==> src/rtl/bpwf_pkg.sv <==
// ----------------------------------------------------------------------------
// bpwf_pkg: shared types and constants of the battery peak window filter
// Register indexes, register widths, reset values and the config bundle.
// ----------------------------------------------------------------------------
package bpwf_pkg;

    localparam int REG_BITS = 16;
    localparam int CFG_IDX_BITS = 1;

    typedef logic [CFG_IDX_BITS-1:0] t_cfg_idx;

    localparam t_cfg_idx CFG_WINDOW_LEN    = 1'd0;
    localparam t_cfg_idx CFG_HIT_THRESHOLD = 1'd1;

    localparam logic [REG_BITS-1:0] WINDOW_LEN_RESET    = 16'd600;
    localparam logic [REG_BITS-1:0] HIT_THRESHOLD_RESET = 16'd120;
    localparam logic [REG_BITS-1:0] REPEAT_MAX          = '1;

    typedef struct packed {
        logic [REG_BITS-1:0] window_len;
        logic [REG_BITS-1:0] hit_threshold;
    } t_cfg;

endpackage

==> src/rtl/battery_peak_window_filter.sv <==
// ----------------------------------------------------------------------------
// battery_peak_window_filter: windowed peak-hold filter for battery voltage
// One filtered value per raw sample, with an output register and skid stage.
// ----------------------------------------------------------------------------
//  channel  | direction | signals                         | transfer when
//  sample   | in        | i_valid, o_ready, i_sample      | i_valid && o_ready
//  filtered | out       | o_valid, i_ready, o_filtered    | o_valid && i_ready
//  config   | in        | i_cfg_we, i_cfg_idx, i_cfg_data | i_cfg_we
//
//  One sample per cycle while o_ready is high; each result is registered.
//  The peak state updates in the transfer cycle through one compare-and-select.
//  Synchronous active-low reset clears state, config returns to defaults.
//  Under output stall a skid entry takes one more sample, then o_ready drops.
// ----------------------------------------------------------------------------
module battery_peak_window_filter
    import bpwf_pkg::*;
#(
    parameter int SAMPLE_BITS = 16
) (
    input  logic                   i_clk,
    input  logic                   i_rst_n,
    input  logic                   i_cfg_we,
    input  t_cfg_idx               i_cfg_idx,
    input  logic [REG_BITS-1:0]    i_cfg_data,
    input  logic                   i_valid,
    output logic                   o_ready,
    input  logic [SAMPLE_BITS-1:0] i_sample,
    output logic                   o_valid,
    input  logic                   i_ready,
    output logic [SAMPLE_BITS-1:0] o_filtered
);

    t_cfg                   r_cfg;
    logic                   r_out_valid;
    logic [SAMPLE_BITS-1:0] r_out_data;
    logic                   r_skid_valid;
    logic [SAMPLE_BITS-1:0] r_skid_data;
    logic [SAMPLE_BITS-1:0] result;
    logic                   in_xfer;
    logic                   out_xfer;

    assign o_ready    = !r_skid_valid;
    assign o_valid    = r_out_valid;
    assign o_filtered = r_out_data;
    assign in_xfer    = i_valid && o_ready;
    assign out_xfer   = r_out_valid && i_ready;

    always_ff @(posedge i_clk) begin
        if (!i_rst_n) begin
            r_cfg.window_len    <= WINDOW_LEN_RESET;
            r_cfg.hit_threshold <= HIT_THRESHOLD_RESET;
        end else if (i_cfg_we) begin
            case (i_cfg_idx)
                CFG_WINDOW_LEN:    r_cfg.window_len    <= i_cfg_data;
                CFG_HIT_THRESHOLD: r_cfg.hit_threshold <= i_cfg_data;
                default: ;
            endcase
        end
    end

    bpwf_core #(
        .SAMPLE_BITS(SAMPLE_BITS)
    ) u_core (
        .i_clk    (i_clk),
        .i_rst_n  (i_rst_n),
        .i_cfg    (r_cfg),
        .i_load   (in_xfer),
        .i_sample (i_sample),
        .o_result (result)
    );

    always_ff @(posedge i_clk) begin
        if (!i_rst_n) begin
            r_out_valid  <= 1'b0;
            r_skid_valid <= 1'b0;
        end else if (out_xfer) begin
            if (r_skid_valid) begin
                r_out_data   <= r_skid_data;
                r_skid_valid <= 1'b0;
            end else if (in_xfer) begin
                r_out_data <= result;
            end else begin
                r_out_valid <= 1'b0;
            end
        end else if (in_xfer) begin
            if (!r_out_valid) begin
                r_out_data  <= result;
                r_out_valid <= 1'b1;
            end else begin
                r_skid_data  <= result;
                r_skid_valid <= 1'b1;
            end
        end
    end

    a_skid_needs_out: assert property (@(posedge i_clk) disable iff (!i_rst_n)
        r_skid_valid |-> r_out_valid)
        else $error("skid entry held without output entry");

    a_reset_clears: assert property (@(posedge i_clk)
        !i_rst_n |=> !o_valid && o_ready)
        else $error("output channel not empty after reset");

    a_empty_load: assert property (@(posedge i_clk) disable iff (!i_rst_n)
        in_xfer && !r_out_valid |=> o_valid && o_filtered == $past(result))
        else $error("result not presented after transfer into empty stage");

    a_skid_drain: assert property (@(posedge i_clk) disable iff (!i_rst_n)
        r_skid_valid && out_xfer |=> o_filtered == $past(r_skid_data) && o_ready)
        else $error("skid entry not moved to output");

endmodule

==> src/rtl/bpwf_core.sv <==
// ----------------------------------------------------------------------------
// bpwf_core: peak tracking and decision datapath
// Holds the window state, forms the filtered value for the presented sample
// and advances the state when the sample is taken.
// ----------------------------------------------------------------------------
module bpwf_core
    import bpwf_pkg::*;
#(
    parameter int SAMPLE_BITS = 16
) (
    input  logic                   i_clk,
    input  logic                   i_rst_n,
    input  t_cfg                   i_cfg,
    input  logic                   i_load,
    input  logic [SAMPLE_BITS-1:0] i_sample,
    output logic [SAMPLE_BITS-1:0] o_result
);

    logic [REG_BITS-1:0]    r_window_count, n_window_count;
    logic [SAMPLE_BITS-1:0] r_peak_value, n_peak_value;
    logic [SAMPLE_BITS-1:0] r_second_peak, n_second_peak;
    logic [REG_BITS-1:0]    r_peak_repeats, n_peak_repeats;
    logic [SAMPLE_BITS-1:0] r_held_value, n_held_value;

    always_comb begin
        n_window_count = r_window_count;
        n_peak_value   = r_peak_value;
        n_second_peak  = r_second_peak;
        n_peak_repeats = r_peak_repeats;
        n_held_value   = r_held_value;
        if (r_window_count < i_cfg.window_len) begin
            if (i_sample > r_peak_value) begin
                n_second_peak  = r_peak_value;
                n_peak_value   = i_sample;
                n_peak_repeats = '0;
            end else if (i_sample == r_peak_value) begin
                if (r_peak_repeats != REPEAT_MAX) begin
                    n_peak_repeats = r_peak_repeats + 1'b1;
                end
            end
            n_window_count = r_window_count + 1'b1;
        end else begin
            if (r_peak_repeats >= i_cfg.hit_threshold) begin
                n_held_value = r_peak_value;
            end else if (r_second_peak != '0) begin
                n_held_value = r_second_peak;
            end
            n_peak_value   = '0;
            n_second_peak  = '0;
            n_peak_repeats = '0;
            n_window_count = '0;
        end
        o_result = (n_held_value != '0) ? n_held_value : i_sample;
    end

    always_ff @(posedge i_clk) begin
        if (!i_rst_n) begin
            r_window_count <= '0;
            r_peak_value   <= '0;
            r_second_peak  <= '0;
            r_peak_repeats <= '0;
            r_held_value   <= '0;
        end else if (i_load) begin
            r_window_count <= n_window_count;
            r_peak_value   <= n_peak_value;
            r_second_peak  <= n_second_peak;
            r_peak_repeats <= n_peak_repeats;
            r_held_value   <= n_held_value;
        end
    end

endmodule
==> config.mk <==
export PLATFORM = sky130hd
export DESIGN_NAME = battery_peak_window_filter
export DESIGN_NICKNAME = d
export VERILOG_FILES = /design/src/rtl/bpwf_pkg.sv /design/src/rtl/battery_peak_window_filter.sv /design/src/rtl/bpwf_core.sv
export SDC_FILE = /design/constraint.sdc
export NUM_CORES = 1
export LEC_CHECK = 0
export BUFFER_PORTS_ARGS = -buffer_cell sky130_fd_sc_hd__buf_2
export CAP_MARGIN = 25
export CORE_UTILIZATION = 65
export CTS_CLUSTER_DIAMETER = 30
export DETAILED_ROUTE_END_ITERATION = 8
export PLACE_DENSITY = 0.85
export SYNTH_ARGS = -nofsm -noshare
export SYNTH_HDL_FRONTEND = slang
export SYNTH_SLANG_ARGS = --single-unit
==> constraint.sdc <==
create_clock -name i_clk -period 10.61 [get_ports i_clk]
set_input_delay 2.122 -clock i_clk [delete_from_list [all_inputs] [get_ports i_clk]]
set_output_delay 2.122 -clock i_clk [all_outputs]
set_load 0.02 [all_outputs]
* Word level (Yosys, flattened, before mapping)
Cells that the tools add are included.
** Operators by class
- $lt $le $gt $ge :: 3
- Equality and inequality tests :: 8
- Multiplexer cells :: 22
- Bitwise gates (word level) :: 3
- Add/subtract/negate cells :: 2
- Reduce and logical (&&, ||, !) cells :: 16
** Operator list (number)
- two-way mux 16 bit :: 18
- adder 16 x 1 -> 16 bit (second input constant) :: 2
- nonzero test 16 bit :: 2
- == test 16 bit :: 1
- greater-or-equal comparator 16 bit :: 1
- > comparator 16 bit :: 1
- < comparator 16 bit :: 1
- inequality test 16 bit (second input constant) :: 1
- AND reduction 2 bit :: 4
- AND reduction 4 bit :: 2
- inequality test 2 bit (second input constant) :: 3
- inequality test 3 bit (second input constant) :: 2
- AND reduction 3 bit :: 2
- two-way mux 1 bit :: 4
- nonzero test 2 bit :: 2
- inverter 1 bit :: 3
- logical AND 1 bit :: 2
- inequality test 2 x 1 -> 1 bit (second input constant) :: 1
- OR reduction 2 bit :: 1
- logical NOT 1 bit :: 1
** Storage, ports and cells
- Word-level logic and storage cells :: 65
- Bits in registers :: 146
- Input port bits :: 38
- Output and inout bits :: 18

* Longest topological paths before layout
Gate-level depths: netlist (run 1).
- Word-level depth :: 9
- Gate-level depth with buffers :: 14
- Mapped depth without buffers :: 10

* Cells and area by module
From an unflattened synthesis (run 1), not the netlist that was laid out.
** Second synthesis, totals
- Cells, all modules :: 823
- Area total of the unflattened synthesis :: 7464.7 um^2
** By module, submodules not included
- bpwf_core :: seq. area each 1601.5 um^2, cells an instance 617, area each 4968.5 um^2, times used 1
- battery_peak_window_filter :: seq. area each 1641.6 um^2, cells an instance 206, area each 2496.1 um^2, times used 1

* Worst setup path before layout (run 1)
No wires, ideal clock.
- Kind :: input-to-reg
- Start :: input port i_valid
- End :: register r_out_data[0], in the netlist o_filtered[0] (enable)
- Setup time :: 0.430 ns
- Arrival time :: 4.487 ns
- Slack :: 5.692 ns
- Stages on the path :: 4
- Data required time :: 10.180 ns
- Path through :: nor2b_1 clkinv_1 ha_1 nor4_1
** On the way
- Longest elaborated chain between the ends :: 3
- Elaborated cells on any way between the ends :: 4
- Classes of those cells :: 4 x reduce/logical
** RTL lines
- start: declaration :: line battery_peak_window_filter.sv:25 : input logic i_valid,
- logical AND 1 bit (*) :: line battery_peak_window_filter.sv:45 : assign in_xfer = i_valid && o_ready;
- nonzero test 2 bit (no source line)
- AND reduction 4 bit (no source line) (*)
- end signal: assignment :: line battery_peak_window_filter.sv:78 : r_out_data <= r_skid_data;
- end signal: assignment :: line battery_peak_window_filter.sv:81 : r_out_data <= result;
- end signal: assignment :: line battery_peak_window_filter.sv:87 : r_out_data <= result;
- end: declaration :: line battery_peak_window_filter.sv:35 : logic [SAMPLE_BITS-1:0] r_out_data;
Mark *: on every way between the ends. The rest lies on a longest branch, timed or not.
A chain may end at the register's enable or synchronous reset.

* Worst setup path after layout (run 1)
- Start :: input port i_sample[6]
- End :: register u_core.r_peak_repeats[3]
** On the way
- Longest elaborated chain between the ends :: 3
- Elaborated cells on any way between the ends :: 7
- Classes of those cells :: 1 x order compare; 3 x eq/ne; 2 x mux; 1 x reduce/logical
** RTL lines
- start: declaration :: line battery_peak_window_filter.sv:27 : input logic [SAMPLE_BITS-1:0] i_sample,
- > comparator 16 bit or == test 16 bit (tied branches) :: line bpwf_core.sv:32, bpwf_core.sv:36
- inequality test 3 bit (no source line) or two-way mux 16 bit (tied branches)
- AND reduction 3 bit (no source line) or two-way mux 16 bit (tied branches)
- end signal: assignment :: line bpwf_core.sv:67 : r_peak_repeats <= n_peak_repeats;
- end: declaration :: line bpwf_core.sv:22 : logic [REG_BITS-1:0] r_peak_repeats, n_peak_repeats;
Several ways; a longest one is shown, not always the timed one.

==> summary.txt, run 1 <==
Yosys
  – Number of flops mapped to enable cells by yosys: 32
  – Synthesized area: 7400 um2
  – Post-Synthesis Cells: 799
  – Yosys cell types: 55
  – Net Count, Synth: 887
  – Most instantiated cells after synthesis: dfxtp_1, nand2_1, nor2_1
  – Post-synthesis register bit count: between 100 and 150
  – Most frequent cell after synthesis: dfxtp_1
  – Synth Flop Type: dfxtp_1
  – Asr flop ratio synth: 0%
  – Sequential fraction of the synthesis area: between 40% and 50%
  – Post-Syn Area per Cell: 9.261 um2
  – Yosys top cell area share: 30.84%
  – Area leader, netlist: dfxtp_1
  – Yosys warning total: 0
  – Synth area leaders: dfxtp_1, edfxtp_1, ha_1, nand2_1, mux2i_1

Setup path
  – R2r startpoint: u_core.r_peak_repeats[0]$_SDFFE_PN0P_
  – CP Cell Sequence: buf_2 > ha_1 > nand4_1 > nor4_1 > nand2_1 > a41oi_1 > and4_1 > nor3b_1 > o21ai_1 > o21ai_0
  – RR Endpoint: r_skid_data[9]$_DFFE_PP_
  – CP Data Required Time: 10.95 ns
  – Crit path max fanout: 13
  – CP peak stage delay: 0.79 ns
  – Worst R2R Path Depth: 11
  – Arr. time, crit path: roughly 5.1 ns
  – Top delay family on crit path: simple AND/OR/NAND/NOR gates
  – Critical path depth: 10
  – Worst path bufs/invs: 1
  – CP max stage cell: a41oi_1
  – Critical path class: in2reg
  – CP startpoint kind: input pin
  – FF-to-FF setup slack: around 6.3 ns
  – Worst setup EP type: flop

Placed design
  – Dpl hpwl: 13020 um
  – Cells after DPL: 963
  – Placed Area: 7755 um2
  – GP Congestion: between 0.9 and 1
  – Port-buffer cells: 55

Drt
  – Final ANT Viol Nets: 0
  – Drt wl/cell: 19.06 um
  – Total number of vias: roughly 6300
  – Initial drt markers: roughly 690
  – Drt pass-1 iters: 5
  – Drt drc: 0
  – Vias per inst: 6.342
  – Final wirelength: around 19000 um

Global route
  – Largest net degree at the start of global routing: between 40 and 50
  – Initial antenna violation count: 0
  – Grt ovf: 0
  – First-pass GRT wire length: 30090 um
  – GRT Util Overall: 33.49%
  – Vias in the first global route: 6116

Power and ir drop
  – Sequential Power Share: between 40% and 50%
  – Pint: approximately 0.001 W
  – Clk pwr share: 44.9%
  – Switching part of the total: 24.40%
  – Tot Pwr: 0.001325 W
  – Sw power: 0.0003232 W
  – Max VDD drop: 0.0001355 V
  – Power per Cell Area: approximately 160 nW/um2
  – Pleak: between 3 and 4 nW
  – Comb pwr share: under 10%

Clock tree
  – Post-CTS Setup Bufs: 0
  – Htree depth: 4
  – Clk Latency, worst-skew pair: 0.42 ns
  – CTS clk-pin slew, worst paths: 0.06 ns
  – CTS tree: built
  – Total CTS buffers: 17
  – CTS Hold Bufs: 0
  – Root Buffer: clkbuf_16
  – Resize count post-CTS: 0
  – Clock sinks: 146
  – Max Root-Sink Buffers: 2

Hold path
  – Hold Path Sink: r_cfg[12]$_SDFFE_PN0P_
  – Hold Path Class: reg2reg
  – Min-Delay Startpoint: r_cfg[12]$_SDFFE_PN0P_
  – Hold Path Cell Cnt: 2

Timing
  – Hold Vio Cnt, Final: 0
  – Fin crit period: 4.720 ns
  – Measured slew at the worst slew-check pin: 1.020 ns
  – Max Freq: approximately 210 MHz
  – # setup viols final: 0
  – RSZ-0062 raised after global routing: no
  – Final setup TNS: 0 ns
  – Skew final: 0.009121 ns
  – Max Slew Vio Count: 0
  – Tcrit/Tclk final: 44.49%
  – Worst slew margin: 31.07%

Flow run
  – Max_cap viols: 0

Finish
  – Non-Filler Instances: 997
  – Antenna cells: 0
  – Share of layout cells above drive strength 1: between 10% and 20%
  – Non-Filler Cell Area, Final: about 8400 um2
  – Fillers: about 750
  – Nets: 932
  – Layout Utilization: between 70% and 80%
  – Area growth from synthesis to layout: 13.31%

Die
  – Row cnt: 38
  – Die width: roughly 110 um
  – I/O pins: 56
  – Starting Density: 67.37%
  – Full die area: 11810 um2
  – Core area: 10980 um2
  – Die H: 108.7 um

Status
  – Status: finished, final reports clean
==> worst reg2reg max path, stage by stage (launching register included) <==
cell and delay, ns:
dfxtp_1 0.38, inv_1 0.12, ha_1 0.29, nand2b_4 0.15
a2111oi_4 0.33, nor4_1 0.08, or4_1 0.46, buf_4 0.28
nand3b_4 0.23, a311oi_4 0.89, and4b_1 0.76, a21o_1 0.23
==> cells by family after synthesis <==
| family | Yosys count | synth area share [%] |
|---|---|---|
| AO/OA/AOI/OAI | 193 | 18.31 |
| XOR/XNOR | 24 | 2.841 |
| adder cells (fa/ha/maj) | 50 | 8.455 |
| buffers and inverters | 92 | 5.056 |
| flip-flops | 146 | 43.83 |
| multiplexers | 32 | 4.346 |
| AND/OR/NAND/NOR | 262 | 17.16 |
==> state kept, by name, indices dropped and copies added, names as in the netlist <==
register / count
u_core.r_second_peak: 16
r_cfg: 32
o_valid: 1
r_skid_data: 16
u_core.r_peak_repeats: 16
u_core.r_peak_value: 16
o_filtered: 16
u_core.r_held_value: 16
r_skid_valid: 1
u_core.r_window_count: 16
==> cell type report <==
class	instances	area [um2]	share of cell area, %
Tap cell	140	175.2	2.089
Sequential cell	146	3243	38.68
Multi-Input combinational cell	561	3799	45.31
Clock buffer	24	523.0	6.238
Clock inverter	8	71.32	0.8506
Inverter	52	195.2	2.328
Timing Repair Buffer	66	377.9	4.507
==> per-layer routing <==
| layer | vias up | global-route usage (%) | wire length (um) |
|---|---|---|---|
| met5 | - | 0 | 0 |
| met4 | 0 | 14.29 | 528 |
| met3 | 50 | 7.651 | 1424 |
| met2 | 293 | 56.01 | 9311 |
| met1 | 3011 | 41.42 | 7736 |
| li1 | 2969 | - | - |
==> layout by cell type (no fill, tap or decap), types with 15 or more instances in the layout <==
| cell | synthesis | routed |
|---|---|---|
| buf_2 | 5 | 55 |
| clkbuf_16 | 0 | 18 |
| o21ai_1 | 22 | 22 |
| nor2_1 | 69 | 69 |
| dfxtp_1 | 114 | 114 |
| o2bb2ai_1 | 15 | 15 |
| mux2i_1 | 31 | 31 |
| edfxtp_1 | 32 | 32 |
| nand3_1 | 33 | 33 |
| a22o_1 | 32 | 32 |
| a21o_1 | 23 | 23 |
| nand4_1 | 22 | 22 |
| inv_1 | 50 | 50 |
| a21oi_1 | 54 | 53 |
| xor2_1 | 21 | 21 |
| nand2_1 | 83 | 83 |
| ha_1 | 50 | 50 |
==> metrics by stage <==
step | setup slack (ns) | hold slack [ns]
floorplan | 5.692 | 0.4363
global placement | 5.676 | 0.4458
detailed placement | 5.596 | 0.4528
CTS | 5.939 | 0.4614
global route | 5.786 | 0.4757
finish | 5.890 | 0.4573
==> power by group through the flow <==
stage / clock network (W) / registers [W] / logic (W)
6_report: 0.000595 / 0.000604 / 0.000126
4_1_cts: 0.000597 / 0.000603 / 0.000121
3_3_place_gp: 0 / 0.000613 / 0.000111
2_1_floorplan: 0 / 0.000613 / 0.0000782
5_1_grt: 0.000619 / 0.000605 / 0.000137
3_5_place_dp: 0 / 0.000615 / 0.000118
==> how the worst max path moves through the flow <==
stage	startpoint	to	slack (ns)
2_1_floorplan	i_valid	o_filtered[0]$_DFFE_PP_	5.69
3_3_place_gp	i_sample[1]	u_core.r_peak_value[0]$_SDFFE_PN0P_	5.68
3_5_place_dp	i_sample[1]	u_core.r_peak_value[14]$_SDFFE_PN0P_	5.60
4_1_cts	i_sample[1]	u_core.r_second_peak[15]$_SDFFE_PN0P_	5.94
5_1_grt	i_sample[15]	u_core.r_peak_repeats[3]$_SDFFE_PN0P_	5.79
6_report	i_sample[6]	u_core.r_peak_repeats[3]$_SDFFE_PN0P_	5.89
Note: power is estimated with default switching activity, not from simulation.
==> inputs of run 2 (changes only) <==
CORE_UTILIZATION = 55   (was 65)
PLACE_DENSITY = 0.77   (was 0.85)
clock period = 3.8 ns   (was 10.61 ns; I/O delays follow)
==> run 2 against run 1 <==
  * Wire length down 6.5%
  * Register-to-register slack worse by 6.0 ns
  * Total power rose to 2.6 times the previous value
  * Final cell count grew 3.9%
  * Hold slack lost 0.0026 ns
  * Clock skew down 0.0022 ns
  * Utilization is 13 points lower
  * Largest cell class unchanged
  * Largest power group unchanged
  * Highest routed layer unchanged
==> summary.txt, run 2 (synthesized netlist as in run 1, its figures left out) <==
Status
  – Status: finished, final reports clean

Drt
  – Vias per inst: 5.913 (-6.8%)
  – Drt drc: 0 (unchanged)
  – Total number of vias: 6126 (-3.1%)
  – Drt pass-1 iters: 5 (unchanged)
  – Initial drt markers: 452 (-35%)
  – Final ANT Viol Nets: 0 (unchanged)
  – Drt wl/cell: 17.14 um (-10%)
  – Final wirelength: 17760 um (-6.5%)

Timing
  – Max Slew Vio Count: 0 (unchanged)
  – Worst slew margin: 44.05% (+13 points)
  – Measured slew at the worst slew-check pin: 0.8380 ns (-0.1825 ns)
  – Skew final: 0.006913 ns (-0.002208 ns)
  – Final setup TNS: 0 ns (unchanged)
  – # setup viols final: 0 (unchanged)
  – Max Freq: around 280 MHz
  – Tcrit/Tclk final: 93.03%
  – Fin crit period: 3.535 ns
  – RSZ-0062 raised after global routing: no
  – Hold Vio Cnt, Final: 0 (unchanged)

Global route
  – M1 GR Usage: 34.89% (-6.5 points)
  – Met3 GRT Util: 5.523% (-2.1 points)
  – GR Util met2: 42.76% (-13 points)
  – Largest net degree at the start of global routing: 47 (unchanged)
  – Vias in the first global route: 5925 (-3.1%)
  – Initial antenna violation count: 0 (unchanged)
  – Top Usage Layer GRT: met2
  – Grt ovf: 0 (unchanged)
  – First-pass GRT wire length: 29300 um (-2.6%)
  – GRT Util Overall: 26.51% (-7.0 points)

Die
  – Die width: 118.0 um (+8.6%)
  – Starting Density: 56.10% (-11 points)
  – I/O pins: 56 (unchanged)
  – Row cnt: 42 (+11%)
  – Core area: 13190 um2 (+20%)
  – Die H: 118.0 um (+8.6%)
  – Full die area: 13920 um2 (+18%)

Finish
  – Antenna cells: 0 (unchanged)
  – Area of the multi-input gates: 3799 um2 (unchanged)
  – Commonest non-fill, non-tap cells in the layout: dfxtp_1, nand2_1, nor2_1
  – Share of layout cells above drive strength 1: 12.44% (-0.51 points)
  – Nets: 938 (+0.64%)
  – Commonest non-fill, non-tap cell in the layout: dfxtp_1
  – Area growth from synthesis to layout: 13.00%
  – Register Area: 3243 um2 (unchanged)
  – Most flop-heavy register: r_cfg
  – Fillers: 1053 (+41%)
  – Max reg flops: 32 (unchanged)

Setup path
  – Worst path bufs/invs: 2 (+1)
  – CP Cell Sequence: inv_1 > ha_1 > nand2b_4 > a2111oi_4 > nor4_1 > or4_1 > buf_4 > nand3b_4 > a311oi_4 > and4b_1 > a21o_1
  – CP max stage cell: and4b_1
  – Worst setup EP type: flop
  – CP peak stage delay: 0.63 ns (-0.16 ns)
  – Crit path max fanout: 23 (+10)
  – CP startpoint kind: flop
  – Critical path class: reg2reg
  – CP Data Required Time: 4.09 ns (-6.86 ns)
  – Arr. time, crit path: 3.82 ns (-1.24 ns)
  – Top delay family on crit path: simple AND/OR/NAND/NOR gates

Clock tree
  – Resize count post-CTS: 0 (unchanged)
  – Post-CTS Setup Bufs: 0 (unchanged)
  – CTS clk-pin slew, worst paths: 0.06 ns (about the same)
  – Total CTS buffers: 17 (unchanged)
  – Max Root-Sink Buffers: 2 (unchanged)
  – Root Buffer: clkbuf_16
  – CTS tree: built
  – CTS Hold Bufs: 0 (unchanged)
  – Clk Latency, worst-skew pair: 0.42 ns (about the same)
  – Htree depth: 4 (unchanged)
  – Clock sinks: 146 (unchanged)

Flow run
  – Max_cap viols: 0 (unchanged)

Power and ir drop
  – Max VDD drop: 0.0003420 V (+150%)
  – Pleak: 3.509 nW (-0.83%)
  – Power per Cell Area: 416.4 nW/um2 (+160%)
  – Tot Pwr: 0.003482 W (+160%)

Hold path
  – Hold Path Class: reg2reg

Placed design
  – Dpl hpwl: 12790 um (-1.8%)
  – Port-buffer cells: 55 (unchanged)
  – GP Congestion: 0.8713 (-4.5%)
==> run 2: cell type report <==
type / instances / area share [%]
inverter: 52 / 2.334
sequential: 146 / 38.78
timing repair buffer: 72 / 4.818
tap: 176 / 2.634
clock inverter: 1 / 0.05985
clock buffer: 28 / 5.940
multi-input combinational: 561 / 45.43
==> run 2: path summary, 6_finish.rpt <==
path                                                       startpoint                        to  slack (ns)  cells after the start
worst max-delay path            u_core.r_peak_repeats[0]$_SDFFE_PN0P_  r_skid_data[2]$_DFFE_PP_        0.26                     11
worst min-delay path                           r_cfg[30]$_SDFFE_PN0P_    r_cfg[30]$_SDFFE_PN0P_        0.45                      2
worst max register to register  u_core.r_peak_repeats[0]$_SDFFE_PN0P_  r_skid_data[2]$_DFFE_PP_        0.26                     11
worst min register to register                 r_cfg[30]$_SDFFE_PN0P_    r_cfg[30]$_SDFFE_PN0P_        0.45                      2
==> run 2: through the flow <==
stage / utilization, % / instances / hold slack (ns) / setup WS, ns / instance area, um2
final: 63.39 / 1036 / 0.4546 / 0.2648 / 8362
after global routing: 63.39 / 1036 / 0.4769 / 0.08615 / 8362
after CTS: 63.34 / 1035 / 0.4561 / 0.2764 / 8354
after detailed placement: 59.53 / 1006 / 0.4489 / 0.2989 / 7853
after global placement: 59.53 / 1006 / 0.4453 / 0.3529 / 7853
after floorplan: - / 799 / 0.4363 / 0.2445 / 7400
==> run 2: power breakdown <==
part           switching (W)  total, W  internal (W)
clock network       0.000583   0.00146      0.000874
registers          0.0000456   0.00169       0.00164
logic               0.000209  0.000339      0.000129
total               0.000838   0.00348       0.00264
==> run 2: worst min-delay path, cell delays in order (launching register included) <==
cell     delay (ns)
dfxtp_1        0.30
nand2_1        0.05
a21oi_1        0.05
==> run 2: per-layer routing <==
metal / wire length [um] / vias up / part of all wire (%)
li1: - / 2976 / -
met1: 8242 / 2942 / 46
met2: 8329 / 172 / 47
met3: 783 / 36 / 4.4
met4: 400 / 0 / 2.3
met5: 0 / - / 0
